File: src/hdl/malu_pkg.sv
// ----------------------------------------------------------------------------
// malu_pkg
// Shared types and constants for the ALU with HI/LO multiply and divide.
// ----------------------------------------------------------------------------
package malu_pkg;

	localparam int unsigned WORD_W  = 32;
	localparam int unsigned CMD_W   = 4;
	localparam int unsigned ITER_N  = WORD_W;
	localparam int unsigned CNT_W   = $clog2(ITER_N);

	typedef enum logic [CMD_W-1:0] {
		CMD_AND   = 4'd0,
		CMD_OR    = 4'd1,
		CMD_ADD   = 4'd2,
		CMD_DIV   = 4'd3,
		CMD_MULT  = 4'd4,
		CMD_SUB   = 4'd6,
		CMD_SLT   = 4'd7,
		CMD_SETHI = 4'd8,
		CMD_SETLO = 4'd9,
		CMD_NOR   = 4'd12
	} opcode_t;

	// controller to datapath
	typedef struct packed {
		logic load;
		logic init;
		logic step;
		logic fix;
		logic commit;
	} ctl_cmd_t;

	// datapath to controller
	typedef struct packed {
		logic iterative;
	} dp_status_t;

endpackage

File: src/hdl/malu_in_if.sv
// ----------------------------------------------------------------------------
// malu_in_if
// Operation channel: command code and two signed operands.
// ----------------------------------------------------------------------------
interface malu_in_if import malu_pkg::*; ();
	logic                     valid;
	logic                     ready;
	logic [CMD_W-1:0]         cmd;
	logic signed [WORD_W-1:0] operand_a;
	logic signed [WORD_W-1:0] operand_b;

	modport source (output valid, cmd, operand_a, operand_b, input ready);
	modport sink   (input valid, cmd, operand_a, operand_b, output ready);
endinterface

File: src/hdl/malu_out_if.sv
// ----------------------------------------------------------------------------
// malu_out_if
// Result channel: result register, flags, HI, LO and divide error.
// ----------------------------------------------------------------------------
interface malu_out_if import malu_pkg::*; ();
	logic                     valid;
	logic                     ready;
	logic signed [WORD_W-1:0] result;
	logic                     zero;
	logic                     carry;
	logic                     overflow;
	logic signed [WORD_W-1:0] hi_value;
	logic signed [WORD_W-1:0] lo_value;
	logic                     divide_by_zero;

	modport source (output valid, result, zero, carry, overflow, hi_value, lo_value,
		divide_by_zero, input ready);
	modport sink   (input valid, result, zero, carry, overflow, hi_value, lo_value,
		divide_by_zero, output ready);
endinterface

File: src/hdl/malu_ctrl.sv
// ----------------------------------------------------------------------------
// malu_ctrl
// Sequencer: decode, 32-step multiply/divide loop, sign fixup, commit.
// ----------------------------------------------------------------------------
module malu_ctrl import malu_pkg::*; (
	input  logic       clk,
	input  logic       arst_n,
	input  logic       in_valid,
	output logic       in_ready,
	output logic       out_valid,
	input  logic       out_ready,
	input  dp_status_t status,
	output ctl_cmd_t   cmd
);

	typedef enum logic [2:0] {
		ST_IDLE,
		ST_DECODE,
		ST_ITER,
		ST_FIX,
		ST_DONE
	} state_t;

	state_t           state_q;
	logic [CNT_W-1:0] cnt_q;
	logic             out_valid_q;
	logic             slot_free;

	assign slot_free  = !out_valid_q || out_ready;
	assign in_ready   = (state_q == ST_IDLE);
	assign out_valid  = out_valid_q;

	always_comb begin
		cmd        = '0;
		cmd.load   = (state_q == ST_IDLE) && in_valid;
		cmd.init   = (state_q == ST_DECODE) && status.iterative;
		cmd.step   = (state_q == ST_ITER);
		cmd.fix    = (state_q == ST_FIX);
		cmd.commit = (state_q == ST_DONE) && slot_free;
	end

	always_ff @(posedge clk or negedge arst_n) begin
		if (!arst_n) begin
			state_q     <= ST_IDLE;
			cnt_q       <= '0;
			out_valid_q <= 1'b0;
		end else begin
			if (cmd.commit)
				out_valid_q <= 1'b1;
			else if (out_ready)
				out_valid_q <= 1'b0;
			case (state_q)
				ST_IDLE: begin
					if (in_valid)
						state_q <= ST_DECODE;
				end
				ST_DECODE: begin
					cnt_q   <= '0;
					state_q <= status.iterative ? ST_ITER : ST_DONE;
				end
				ST_ITER: begin
					cnt_q <= cnt_q + 1'b1;
					if (cnt_q == CNT_W'(ITER_N - 1))
						state_q <= ST_FIX;
				end
				ST_FIX: begin
					state_q <= ST_DONE;
				end
				ST_DONE: begin
					if (slot_free)
						state_q <= ST_IDLE;
				end
				default: begin
					state_q <= ST_IDLE;
				end
			endcase
		end
	end

endmodule

File: src/hdl/malu_dp.sv
// ----------------------------------------------------------------------------
// malu_dp
// Datapath: operand latch, shift-add / restoring loop, HI/LO and result
// registers, output word register.
// ----------------------------------------------------------------------------
module malu_dp import malu_pkg::*; (
	input  logic                     clk,
	input  logic                     arst_n,
	input  ctl_cmd_t                 cmd,
	output dp_status_t               status,
	input  logic [CMD_W-1:0]         in_cmd,
	input  logic signed [WORD_W-1:0] in_a,
	input  logic signed [WORD_W-1:0] in_b,
	output logic signed [WORD_W-1:0] o_result,
	output logic                     o_zero,
	output logic                     o_carry,
	output logic                     o_overflow,
	output logic signed [WORD_W-1:0] o_hi,
	output logic signed [WORD_W-1:0] o_lo,
	output logic                     o_dz
);

	logic [CMD_W-1:0]    op_q;
	logic [WORD_W-1:0]   a_q, b_q, mb_q;
	logic [2*WORD_W-1:0] acc_q;

	logic [WORD_W-1:0]   result_q, hi_q, lo_q;
	logic                zero_q, carry_q, ovf_q;

	logic [WORD_W-1:0]   a_mag, b_mag;
	logic                b_is_zero, is_mul, is_div;
	logic [WORD_W:0]     mul_sum;
	logic [WORD_W+1:0]   div_diff;
	logic [2*WORD_W-1:0] acc_step, acc_fix;
	logic [WORD_W-1:0]   rem_abs, quo_abs;

	logic [WORD_W:0]     add_w, sub_w;
	logic [WORD_W-1:0]   result_d, hi_d, lo_d;
	logic                zero_d, carry_d, ovf_d, dz_d;

	assign a_mag     = a_q[WORD_W-1] ? (~a_q + 1'b1) : a_q;
	assign b_mag     = b_q[WORD_W-1] ? (~b_q + 1'b1) : b_q;
	assign b_is_zero = (b_q == '0);
	assign is_mul    = (op_q == CMD_MULT);
	assign is_div    = (op_q == CMD_DIV);

	assign status.iterative = is_mul || (is_div && !b_is_zero);

	// one loop step
	always_comb begin
		mul_sum  = {1'b0, acc_q[2*WORD_W-1:WORD_W]} + (acc_q[0] ? {1'b0, mb_q} : '0);
		div_diff = {1'b0, acc_q[2*WORD_W-1:WORD_W-1]} - {2'b00, mb_q};
		if (is_mul)
			acc_step = {mul_sum, acc_q[WORD_W-1:1]};
		else if (!div_diff[WORD_W+1])
			acc_step = {div_diff[WORD_W-1:0], acc_q[WORD_W-2:0], 1'b1};
		else
			acc_step = {acc_q[2*WORD_W-2:0], 1'b0};
	end

	// sign fixup
	always_comb begin
		rem_abs = acc_q[2*WORD_W-1:WORD_W];
		quo_abs = acc_q[WORD_W-1:0];
		if (is_mul)
			acc_fix = (a_q[WORD_W-1] ^ b_q[WORD_W-1]) ? (~acc_q + 1'b1) : acc_q;
		else
			acc_fix = {a_q[WORD_W-1] ? (~rem_abs + 1'b1) : rem_abs,
				(a_q[WORD_W-1] ^ b_q[WORD_W-1]) ? (~quo_abs + 1'b1) : quo_abs};
	end

	// next architectural state
	always_comb begin
		add_w    = {1'b0, a_q} + {1'b0, b_q};
		sub_w    = {1'b0, a_q} - {1'b0, b_q};
		result_d = result_q;
		hi_d     = hi_q;
		lo_d     = lo_q;
		zero_d   = zero_q;
		carry_d  = carry_q;
		ovf_d    = ovf_q;
		dz_d     = 1'b0;
		case (op_q)
			CMD_AND: begin
				result_d = a_q & b_q;
				carry_d  = 1'b0;
				ovf_d    = 1'b0;
				zero_d   = (result_d == '0);
			end
			CMD_OR: begin
				result_d = a_q | b_q;
				carry_d  = 1'b0;
				ovf_d    = 1'b0;
				zero_d   = (result_d == '0);
			end
			CMD_NOR: begin
				result_d = ~(a_q | b_q);
				carry_d  = 1'b0;
				ovf_d    = 1'b0;
				zero_d   = (result_d == '0);
			end
			CMD_SLT: begin
				result_d = WORD_W'(($signed(a_q) < $signed(b_q)) ? 1 : 0);
				carry_d  = 1'b0;
				ovf_d    = 1'b0;
				zero_d   = (result_d == '0);
			end
			CMD_ADD: begin
				result_d = add_w[WORD_W-1:0];
				carry_d  = add_w[WORD_W];
				ovf_d    = (a_q[WORD_W-1] == b_q[WORD_W-1]) &&
					(add_w[WORD_W-1] != a_q[WORD_W-1]);
				zero_d   = (result_d == '0);
			end
			CMD_SUB: begin
				result_d = sub_w[WORD_W-1:0];
				carry_d  = sub_w[WORD_W];
				ovf_d    = (a_q[WORD_W-1] != b_q[WORD_W-1]) &&
					(sub_w[WORD_W-1] != a_q[WORD_W-1]);
				zero_d   = (result_d == '0);
			end
			CMD_MULT: begin
				hi_d    = acc_q[2*WORD_W-1:WORD_W];
				lo_d    = acc_q[WORD_W-1:0];
				zero_d  = (acc_q == '0);
				carry_d = 1'b0;
				ovf_d   = 1'b0;
			end
			CMD_DIV: begin
				if (b_is_zero) begin
					dz_d = 1'b1;
				end else begin
					hi_d    = acc_q[2*WORD_W-1:WORD_W];
					lo_d    = acc_q[WORD_W-1:0];
					zero_d  = (acc_q[WORD_W-1:0] == '0);
					carry_d = 1'b0;
					ovf_d   = 1'b0;
				end
			end
			CMD_SETHI: begin
				hi_d = a_q;
			end
			CMD_SETLO: begin
				lo_d = a_q;
			end
			default: begin
			end
		endcase
	end

	always_ff @(posedge clk or negedge arst_n) begin
		if (!arst_n) begin
			result_q <= '0;
			hi_q     <= '0;
			lo_q     <= '0;
			zero_q   <= 1'b0;
			carry_q  <= 1'b0;
			ovf_q    <= 1'b0;
		end else if (cmd.commit) begin
			result_q <= result_d;
			hi_q     <= hi_d;
			lo_q     <= lo_d;
			zero_q   <= zero_d;
			carry_q  <= carry_d;
			ovf_q    <= ovf_d;
		end
	end

	always_ff @(posedge clk) begin
		if (cmd.load) begin
			op_q <= in_cmd;
			a_q  <= in_a;
			b_q  <= in_b;
		end
		if (cmd.init) begin
			acc_q <= {{WORD_W{1'b0}}, a_mag};
			mb_q  <= b_mag;
		end else if (cmd.step) begin
			acc_q <= acc_step;
		end else if (cmd.fix) begin
			acc_q <= acc_fix;
		end
		if (cmd.commit) begin
			o_result   <= result_d;
			o_zero     <= zero_d;
			o_carry    <= carry_d;
			o_overflow <= ovf_d;
			o_hi       <= hi_d;
			o_lo       <= lo_d;
			o_dz       <= dz_d;
		end
	end

endmodule

File: src/hdl/mips_alu_hi_lo.sv
// ----------------------------------------------------------------------------
// mips_alu_hi_lo
// 32-bit ALU with HI/LO registers, iterative signed multiply and divide.
//
//   channel  dir  payload
//   op       in   cmd[3:0], operand_a[31:0], operand_b[31:0]
//   res      out  result, zero, carry, overflow, hi_value, lo_value,
//                 divide_by_zero
//
// Logic, add, sub, slt, set hi/lo, div by zero and unknown codes: accept, decode, commit.
// MULT and DIV: accept, decode, the 32-step shift-add / restoring loop,
// sign fixup and commit.
// One word in flight; res holds its word while the next op is taken.
// Commit waits while the previous res word has not been taken.
// Reset clears the internal result, flags, HI and LO; the res payload is not reset.
// ----------------------------------------------------------------------------
module mips_alu_hi_lo import malu_pkg::*; (
	input logic   clk,
	input logic   arst_n,
	malu_in_if.sink    op,
	malu_out_if.source res
);

	ctl_cmd_t   cmd;
	dp_status_t status;

	malu_ctrl u_ctrl (
		.clk       (clk),
		.arst_n    (arst_n),
		.in_valid  (op.valid),
		.in_ready  (op.ready),
		.out_valid (res.valid),
		.out_ready (res.ready),
		.status    (status),
		.cmd       (cmd)
	);

	malu_dp u_dp (
		.clk        (clk),
		.arst_n     (arst_n),
		.cmd        (cmd),
		.status     (status),
		.in_cmd     (op.cmd),
		.in_a       (op.operand_a),
		.in_b       (op.operand_b),
		.o_result   (res.result),
		.o_zero     (res.zero),
		.o_carry    (res.carry),
		.o_overflow (res.overflow),
		.o_hi       (res.hi_value),
		.o_lo       (res.lo_value),
		.o_dz       (res.divide_by_zero)
	);

	a_commit_slot: assert property (@(posedge clk) disable iff (!arst_n)
		cmd.commit |-> (!res.valid || res.ready))
		else $error("commit while result word still pending");

	a_commit_shows: assert property (@(posedge clk) disable iff (!arst_n)
		cmd.commit |=> res.valid)
		else $error("committed word not presented");

	a_one_in_flight: assert property (@(posedge clk) disable iff (!arst_n)
		(op.valid && op.ready) |=> !op.ready)
		else $error("op taken while previous word in flight");

	a_step_iter: assert property (@(posedge clk) disable iff (!arst_n)
		(cmd.step || cmd.fix) |-> status.iterative)
		else $error("loop running for a non-iterative op");

endmodule
File: src/flat_wrapper.sv
// flat-port wrapper written by rule: the top's interface ports become plain ports
module mips_alu_hi_lo_flat import malu_pkg::*;
  (clk, arst_n, op_valid, op_cmd, op_operand_a, op_operand_b, op_ready, res_valid, res_result, res_zero, res_carry, res_overflow, res_hi_value, res_lo_value, res_divide_by_zero, res_ready);
  malu_in_if op_i ();
  malu_out_if res_i ();
  input logic clk;
  input logic arst_n;
  input wire logic [$bits(op_i.valid)-1:0] op_valid;
  input wire logic [$bits(op_i.cmd)-1:0] op_cmd;
  input wire logic [$bits(op_i.operand_a)-1:0] op_operand_a;
  input wire logic [$bits(op_i.operand_b)-1:0] op_operand_b;
  output wire logic [$bits(op_i.ready)-1:0] op_ready;
  output wire logic [$bits(res_i.valid)-1:0] res_valid;
  output wire logic [$bits(res_i.result)-1:0] res_result;
  output wire logic [$bits(res_i.zero)-1:0] res_zero;
  output wire logic [$bits(res_i.carry)-1:0] res_carry;
  output wire logic [$bits(res_i.overflow)-1:0] res_overflow;
  output wire logic [$bits(res_i.hi_value)-1:0] res_hi_value;
  output wire logic [$bits(res_i.lo_value)-1:0] res_lo_value;
  output wire logic [$bits(res_i.divide_by_zero)-1:0] res_divide_by_zero;
  input wire logic [$bits(res_i.ready)-1:0] res_ready;
  assign op_i.valid = op_valid;
  assign op_i.cmd = op_cmd;
  assign op_i.operand_a = op_operand_a;
  assign op_i.operand_b = op_operand_b;
  assign op_ready = op_i.ready;
  assign res_valid = res_i.valid;
  assign res_result = res_i.result;
  assign res_zero = res_i.zero;
  assign res_carry = res_i.carry;
  assign res_overflow = res_i.overflow;
  assign res_hi_value = res_i.hi_value;
  assign res_lo_value = res_i.lo_value;
  assign res_divide_by_zero = res_i.divide_by_zero;
  assign res_i.ready = res_ready;
  mips_alu_hi_lo u_core (.clk(clk), .arst_n(arst_n), .op(op_i), .res(res_i));
endmodule
File: config.mk
export PLATFORM = sky130hd
export DESIGN_NAME = mips_alu_hi_lo_flat
export DESIGN_NICKNAME = d
export VERILOG_FILES = /design/src/hdl/malu_pkg.sv /design/src/hdl/malu_in_if.sv /design/src/hdl/malu_out_if.sv /design/src/hdl/malu_ctrl.sv /design/src/hdl/malu_dp.sv /design/src/hdl/mips_alu_hi_lo.sv /design/src/flat_wrapper.sv
export SDC_FILE = /design/constraint.sdc
export NUM_CORES = 1
export LEC_CHECK = 0
export BUFFER_PORTS_ARGS = -buffer_cell sky130_fd_sc_hd__buf_2
export CORE_AREA = 2 2 306 308
export CTS_BUF_LIST = sky130_fd_sc_hd__clkbuf_8 sky130_fd_sc_hd__clkbuf_16
export CTS_CLUSTER_DIAMETER = 120
export CTS_CLUSTER_SIZE = 24
export DETAILED_ROUTE_END_ITERATION = 6
export DIE_AREA = 0 0 308 310
export PLACE_DENSITY = 0.45
export SYNTH_ARGS = -nofsm -noshare
export SYNTH_HDL_FRONTEND = slang
export SYNTH_SLANG_ARGS = --single-unit
File: constraint.sdc
create_clock -name clk -period 12.6 [get_ports clk]
set_input_delay 1.26 -clock clk [delete_from_list [all_inputs] [get_ports clk]]
set_output_delay 1.26 -clock clk [all_outputs]
set_load 0.02 [all_outputs]
Yosys cells after proc, flatten, opt, wreduce, memory -nomap -nowiden
Cells that the tools add are included.
{"block": "op_classes", "order_cmp": 1, "n_eq_ne": 22, "bitwise": 9, "n_reduce_logical": 31, "n_mux": 33, "addsub": 10}
{"op": "64-bit 2-to-1 mux", "count": 6}
{"op": "32-bit logical NOT", "count": 8}
{"op": "32-bit 2-to-1 mux", "count": 7}
{"op": "32-bit one-hot mux with 3 select lines", "count": 2}
{"op": "32-bit one-hot mux with 6 select lines", "count": 1}
{"op": "32-bit inverter", "count": 5}
{"op": "32-bit by 1-bit adder with 32-bit output (second input constant)", "count": 4}
{"op": "32-bit by 32-bit adder with 33-bit output", "count": 2}
{"op": "64-bit by 1-bit adder with 64-bit output (second input constant)", "count": 1}
{"op": "64-bit logical NOT", "count": 1}
{"op": "64-bit inverter", "count": 1}
{"op": "33-bit by 32-bit subtractor with 34-bit output", "count": 1}
{"op": "32-bit by 32-bit subtractor with 33-bit output", "count": 1}
{"op": "32-bit bitwise AND", "count": 1}
{"op": "32-bit less-than comparator", "count": 1}
{"op": "32-bit bitwise OR", "count": 1}
{"op": "31-bit 2-to-1 mux", "count": 1}
{"op": "3-bit one-hot mux with 5 select lines", "count": 1}
{"op": "4-bit by 3-bit == test with 1-bit output (second input constant)", "count": 3}
{"op": "4-bit == test (second input constant)", "count": 3}
{"op": "3-bit 2-to-1 mux", "count": 4}
{"op": "5-bit one-hot mux with 2 select lines", "count": 1}
{"op": "3-bit nonzero test", "count": 3}
{"op": "4-bit by 2-bit == test with 1-bit output (second input constant)", "count": 2}
{"op": "23 further kinds", "count": 45}
{"block": "totals", "word_cells": 129, "input_bits": 72, "reg_bits": 372, "output_inout_bits": 102}

Depth between registers and ports, before layout
{"block": "logic_depth", "depth_word": 7, "ltp_mapped": 16, "ltp_nobuf": 15}

Hierarchy
Synthesis repeated with hierarchy kept, for this count alone.
{"block": "hier_totals", "cells_unflattened": 3086, "area_unflattened_um2": 27168.6}
{"module": "malu_dp", "cells_per_inst": 3030, "area_per_inst_um2": 26641.8, "seq_area_each_um2": 10084.7, "n_inst": 1}
{"module": "malu_ctrl", "cells_per_inst": 56, "area_per_inst_um2": 526.8, "seq_area_each_um2": 225.2, "n_inst": 1}

Worst setup path after synthesis
OpenSTA, ideal clock, no wires.
{"block": "synth_timing", "path_type": "input to register", "from": "input res_ready", "to": "register u_core.u_dp.o_carry (enable)", "required_time_ns": 12.097, "arrival_time_ns": 4.844, "path_buffers": 2, "setup_ns": 0.503, "cell_stages": 5, "slack_ns": 7.253, "cell_sequence": "nand2b_1 > nand3_1 > clkinv_1 > clkbuf_1 > clkbuf_1"}
{"item": "start: declaration", "line_no": "flat_wrapper.sv:21", "source": "input wire logic [$bits(res_i.ready)-1:0] res_ready;"}
{"item": "end signal: assignment", "line_no": "malu_dp.sv:186", "source": "o_carry <= carry_d;"}
{"item": "end: declaration", "line_no": "malu_dp.sv:16", "source": "output logic o_carry,"}

Worst setup path in the final report
{"block": "layout_timing", "from": "register u_core.u_dp.b_q[1]", "to": "register u_core.u_dp.acc_q[2] (data pin)"}
{"block": "layout_between", "elab_chain_cells": 6}
{"item": "start: declaration", "line_no": "malu_dp.sv:24", "source": "logic [WORD_W-1:0] a_q, b_q, mb_q;"}
{"item": "start signal: assignment", "line_no": "malu_dp.sv:173", "source": "b_q <= in_b;"}
{"item": "32-bit logical NOT", "line_no": "malu_dp.sv:43", "source": "assign b_is_zero = (b_q == '0);"}
{"item": "1-bit logical NOT", "line_no": "malu_dp.sv:47", "source": "assign status.iterative = is_mul || (is_div && !b_is_zero);"}
{"item": "1-bit logical AND", "line_no": "malu_dp.sv:47"}
{"item": "1-bit logical OR", "line_no": "malu_dp.sv:47"}
{"item": "1-bit logical AND", "line_no": "malu_ctrl.sv:36", "source": "cmd.init = (state_q == ST_DECODE) && status.iterative;"}
{"item": "32-bit 2-to-1 mux", "line_no": "malu_dp.sv:175", "source": "if (cmd.init) begin"}
{"item": "end signal: assignment", "line_no": "malu_dp.sv:176", "source": "acc_q <= {{WORD_W{1'b0}}, a_mag};"}
{"item": "end signal: assignment", "line_no": "malu_dp.sv:179", "source": "acc_q <= acc_step;"}
{"item": "end signal: assignment", "line_no": "malu_dp.sv:181", "source": "acc_q <= acc_fix;"}
{"item": "end: declaration", "line_no": "malu_dp.sv:25", "source": "logic [2*WORD_W-1:0] acc_q;"}
Every way passes these cells.
A chain may end at the register's enable or synchronous reset.

==> results.env <==
FINAL_CORE_UTIL=0.328
FMAX_GHz=0.191
STATUS='finished, violations left'
GLOBAL_ROUTE_MET3_USAGE=0.0191
POSTCTSHOLDBUFS=0
MAXIMUM_NUMBER_OF_PINS_ON_ONE_NET_BEFORE_GLOBAL_ROUTE_REPAIR=86
CRITPATHLAUNCHTYPE='flip-flop'
DRC=2
RR_WORST_DEPTH=14
NETS=3549
INTERNAL_POWER_CONTRIBUTION_W=0.00359
DRV_CAP=0
FF_LATCH_AREA_MM2=0.0103
FIRST_PASS_ITERS=7
GRT_OVERFLOW=0
FLOORPLAN.IO_PINS=174
NUM-FILL-CELLS=9790
P_SW_W=0.00366
CRITICALPATHCATEGORY='flip-flop to flip-flop'
IR_DROP_mV=0.128
SEQ_POWER_SHARE=0.312
MULTI_INPUT_AREA_MM2=0.0157
PLACE_WS_NS=7.37
VIA_COUNT=25600
SYNTHESIS.INSTANCES=3250
CTS_RESIZES=0
PATH_CLK_SLEW_NS=0.10
CTS_TREE='built'
LAYOUT.CELL_AREA.NON_FILLER_MM2=0.0303
GR-MAX-USAGE-LAYER='met2'
SYNTH_ENABLE_FLOP_CELLS=232
SHARE_OF_POST_ROUTE_CELLS_WITH_DRIVE_STRENGTH_ABOVE_1=0.0934
CTS-ROOT-BUF='sky130_fd_sc_hd__clkbuf_16'
HOLD_PATH.CLASS='flip-flop to flip-flop'
GR-USAGE-MET1=0.306
FINALWEIGHTEDCONGESTION=0.952
YOSYSUNIQUECELLTYPES=89
VIOLATIONS='DRC'
RSZ0062_AT_GRT='no'
SYNTH.CELL_AREA_MM2=0.0275
ASYNC_FLOP_SHARE=0.290
PATH_MAX_FANOUT=57
START_UTIL=0.298
REG2REG_SLACK_NS=7.36
CLOCKBUFFERDEPTH=3
SYN-NUM-NETS=3497
MAX-SLEW-MARGIN-REL=0.260
FINALCLOCKSKEW_NS=0.0311
POST_DRT_WL_PER_CELL_UM=24.5
DIE-HEIGHT_UM=310
TIMING.CRITICAL_PATH.ARRIVAL_NS=5.57
LAYOUT_COMMON_CELLS='sky130_fd_sc_hd__nand2_1, sky130_fd_sc_hd__nor2_1, sky130_fd_sc_hd__o21ai_0'
GLOBAL_ROUTE.USAGE.TOTAL=0.224
GLOBAL_ROUTE.USAGE.MET2=0.375
TIMING_MAX_TRANSITION_VIOLATIONS_FINAL=0
POSTPLACECELLAREA_MM2=0.0295
DRT.ANTENNA.VIOLATING_NETS=0
FP-ROW-COUNT=112
TOTALNEGATIVESETUPSLACK_NS=0
DETAIL_ROUTE.ITER0.VIOLATIONS=2488
TOTAL_POWER_W=0.00725
CLOCKPOWERSHARE=0.124
CTS_MAX_LEVEL=1
GRT_PASS1_WL_MM=162
COMBINATIONALPOWERSHARE=0.563
CTS_SETUP_BUFFERS=0
PERIOD_NEEDED_NS=5.24
ROUTED_WIRELENGTH_MM=111
PLACEABLECOREAREA_MM2=0.0925
PWR_DENSITY_CELL_mW_PER_MM2=239
MOST_FREQUENT_STANDARD_CELL_IN_THE_LAYOUT_EXCLUDING_FILL_AND_TAP_CELLS='sky130_fd_sc_hd__nand2_1'
SYNTH_FF_TYPE='sky130_fd_sc_hd__edfxtp_1'
ANTENNA_FOUND_INITIAL=1
FINAL_HOLD_FAILS=0
SW_FRAC_OF_TOTAL=0.505
YOSYSWARNINGCOUNT=0
SETUP_WS_NS=7.36
HOLD-PATH-CELL-COUNT=2
CLKSINKCOUNT=372
YS_FF_LATCH=372
IO_BUFFERS=173
CP.REQUIRED_NS=12.93
CRIT_PATH_END_KIND='flip-flop'
AVERAGE_FOOTPRINT_OF_A_SYNTHESIZED_CELL_UM2=8.47
PER_CELL_VIA_COUNT_IN_THE_ROUTED_DESIGN=5.67
CTS_BUFFERS=24
SYNTH_SEQ_AREA_SHARE=0.375
WORST_PIN_SLEW_NS=1.11
LAYOUT-AREA-OVERHEAD-VS-SYNTH_PCT=10.3
NUMBER_OF_GLOBAL_ROUTE_VIAS_BEFORE_REPAIR=24400
HPWLAFTERDP_MM=83.1
INSERTION_DELAY_NS=0.62
FINAL_PERIOD_UTIL=0.416
AREA_OF_THE_DIE_MM2=0.0955
STATIC-LEAKAGE-POWER_nW=12.1
SETUP_VIOL=0
FLOORPLAN.DIE.WIDTH_UM=308
-- cells by family after synthesis --
| family | after synthesis | share of synthesized area |
|---|---|---|
| xor+xnor | 174 | 0.0554 |
| fa+ha+maj | 175 | 0.0807 |
| simple gates | 1095 | 0.183 |
| compound gates | 1009 | 0.242 |
| flops | 372 | 0.375 |
| mux | 19 | 0.00737 |
| buf+inv | 406 | 0.0577 |
-- path summary, 6_finish.rpt --
check / end / start
max: u_core.u_dp.acc_q[2] / u_core.u_dp.b_q[1]
min reg2reg: u_core.u_dp.result_q[6] / u_core.u_dp.result_q[6]
max in group asynchronous: u_core.u_dp.lo_q[18] / arst_n
max reg2reg: u_core.u_dp.acc_q[2] / u_core.u_dp.b_q[1]
min: u_core.u_dp.result_q[6] / u_core.u_dp.result_q[6]
min in group asynchronous: u_core.u_dp.result_q[24] / arst_n
-- power groups by stage --
stage | combinational (W) | sequential, W | clock (W)
global placement | 0.00405 | 0.00229 | 0
global route | 0.00448 | 0.00231 | 0.000975
CTS | 0.00405 | 0.00226 | 0.000938
floorplan | 0.00275 | 0.00218 | 0
finish | 0.00409 | 0.00227 | 0.000901
detailed placement | 0.00402 | 0.00228 | 0
-- metrics by stage --
| stage | hold slack [ns] | cells |
|---|---|---|
| after floorplan | 0.446 | 3250 |
| after global placement | 0.458 | 4473 |
| after detailed placement | 0.463 | 4473 |
| after CTS | 0.482 | 4517 |
| after global routing | 0.502 | 4517 |
| final | 0.481 | 4518 |
-- registers in the layout (all words and copies together) (netlist names), 3 cells and up --
signal / cells
u_core.u_dp.acc_q: 64
u_core.u_dp.a_q: 32
u_core.u_dp.b_q: 32
u_core.u_dp.hi_q: 32
u_core.u_dp.lo_q: 32
u_core.u_dp.mb_q: 32
u_core.u_dp.o_hi: 32
u_core.u_dp.o_lo: 32
u_core.u_dp.o_result: 32
u_core.u_dp.result_q: 32
u_core.u_ctrl.cnt_q: 5
u_core.u_dp.op_q: 4
u_core.u_ctrl.state_q: 3
-- synthesized netlist by cell type, types with 10 or more instances --
cell type | n | area share
sky130_fd_sc_hd__clkbuf_1 | 166 | 0.023
sky130_fd_sc_hd__a222oi_1 | 65 | 0.024
sky130_fd_sc_hd__o31ai_1 | 34 | 0.0093
sky130_fd_sc_hd__ha_1 | 171 | 0.078
sky130_fd_sc_hd__a22oi_1 | 16 | 0.0044
sky130_fd_sc_hd__inv_1 | 208 | 0.028
sky130_fd_sc_hd__dfrtp_1 | 108 | 0.098
sky130_fd_sc_hd__nand3_1 | 69 | 0.013
sky130_fd_sc_hd__and2_1 | 16 | 0.0036
sky130_fd_sc_hd__a211oi_1 | 35 | 0.0095
sky130_fd_sc_hd__or3_1 | 25 | 0.0057
sky130_fd_sc_hd__nor3_1 | 82 | 0.015
sky130_fd_sc_hd__nand2b_1 | 23 | 0.0052
sky130_fd_sc_hd__o21a_1 | 27 | 0.0074
sky130_fd_sc_hd__o22ai_1 | 42 | 0.0095
sky130_fd_sc_hd__mux2_2 | 10 | 0.0041
sky130_fd_sc_hd__xor2_1 | 32 | 0.010
sky130_fd_sc_hd__o211ai_1 | 52 | 0.014
sky130_fd_sc_hd__a21boi_0 | 10 | 0.0027
sky130_fd_sc_hd__o21ai_0 | 244 | 0.044
sky130_fd_sc_hd__nand2_1 | 354 | 0.048
sky130_fd_sc_hd__nor2_1 | 341 | 0.047
sky130_fd_sc_hd__o22a_1 | 12 | 0.0038
sky130_fd_sc_hd__xnor2_1 | 142 | 0.045
sky130_fd_sc_hd__buf_1 | 15 | 0.0020
sky130_fd_sc_hd__nor2b_1 | 24 | 0.0055
sky130_fd_sc_hd__a31oi_1 | 39 | 0.0089
sky130_fd_sc_hd__o2111ai_1 | 11 | 0.0035
sky130_fd_sc_hd__a221o_1 | 10 | 0.0036
sky130_fd_sc_hd__a221oi_1 | 12 | 0.0038
sky130_fd_sc_hd__or4_1 | 14 | 0.0038
sky130_fd_sc_hd__nand4_1 | 35 | 0.0080
sky130_fd_sc_hd__dfxtp_1 | 32 | 0.023
sky130_fd_sc_hd__nor4_1 | 46 | 0.010
sky130_fd_sc_hd__o221ai_1 | 16 | 0.0051
sky130_fd_sc_hd__edfxtp_1 | 232 | 0.25
sky130_fd_sc_hd__a21oi_1 | 239 | 0.043
sky130_fd_sc_hd__a21o_1 | 33 | 0.0090
sky130_fd_sc_hd__and3_1 | 16 | 0.0036
sky130_fd_sc_hd__o21bai_1 | 14 | 0.0038
sky130_fd_sc_hd__or2_2 | 10 | 0.0023
-- routing by layer --
metal	part of all wire	vias to the layer above	routed length [µm]
met5	0	-	0
met4	0.031	0	3470
met3	0.053	135	5900
met2	0.47	854	52400
met1	0.44	12600	49000
li1	-	12000	-
-- critical path, cell delays in order, from the launching register on --
cell	delay (ns)
sky130_fd_sc_hd__edfxtp_1	0.53
sky130_fd_sc_hd__inv_1	0.18
sky130_fd_sc_hd__ha_1	0.18
sky130_fd_sc_hd__nor3b_1	0.45
sky130_fd_sc_hd__nand4_1	0.44
sky130_fd_sc_hd__nor4_1	0.56
sky130_fd_sc_hd__nand3_1	0.25
sky130_fd_sc_hd__nor4_1	0.68
sky130_fd_sc_hd__nor2_1	0.27
sky130_fd_sc_hd__nor2_1	0.18
sky130_fd_sc_hd__or3_1	0.15
sky130_fd_sc_hd__inv_2	0.24
sky130_fd_sc_hd__buf_4	0.45
sky130_fd_sc_hd__a211oi_1	0.30
sky130_fd_sc_hd__a21oi_1	0.07
-- cell type report --
cell class,instances,share of cell area
multi-input cells,2472,0.518
flip-flops and latches,372,0.340
well taps,1197,0.0493
repair buffers,216,0.0392
inverters,216,0.0269
clock buffers,25,0.0206
clock inverters,19,0.00651
diodes,1,0.0000825
No activity file was read; power rests on OpenSTA's default activity.
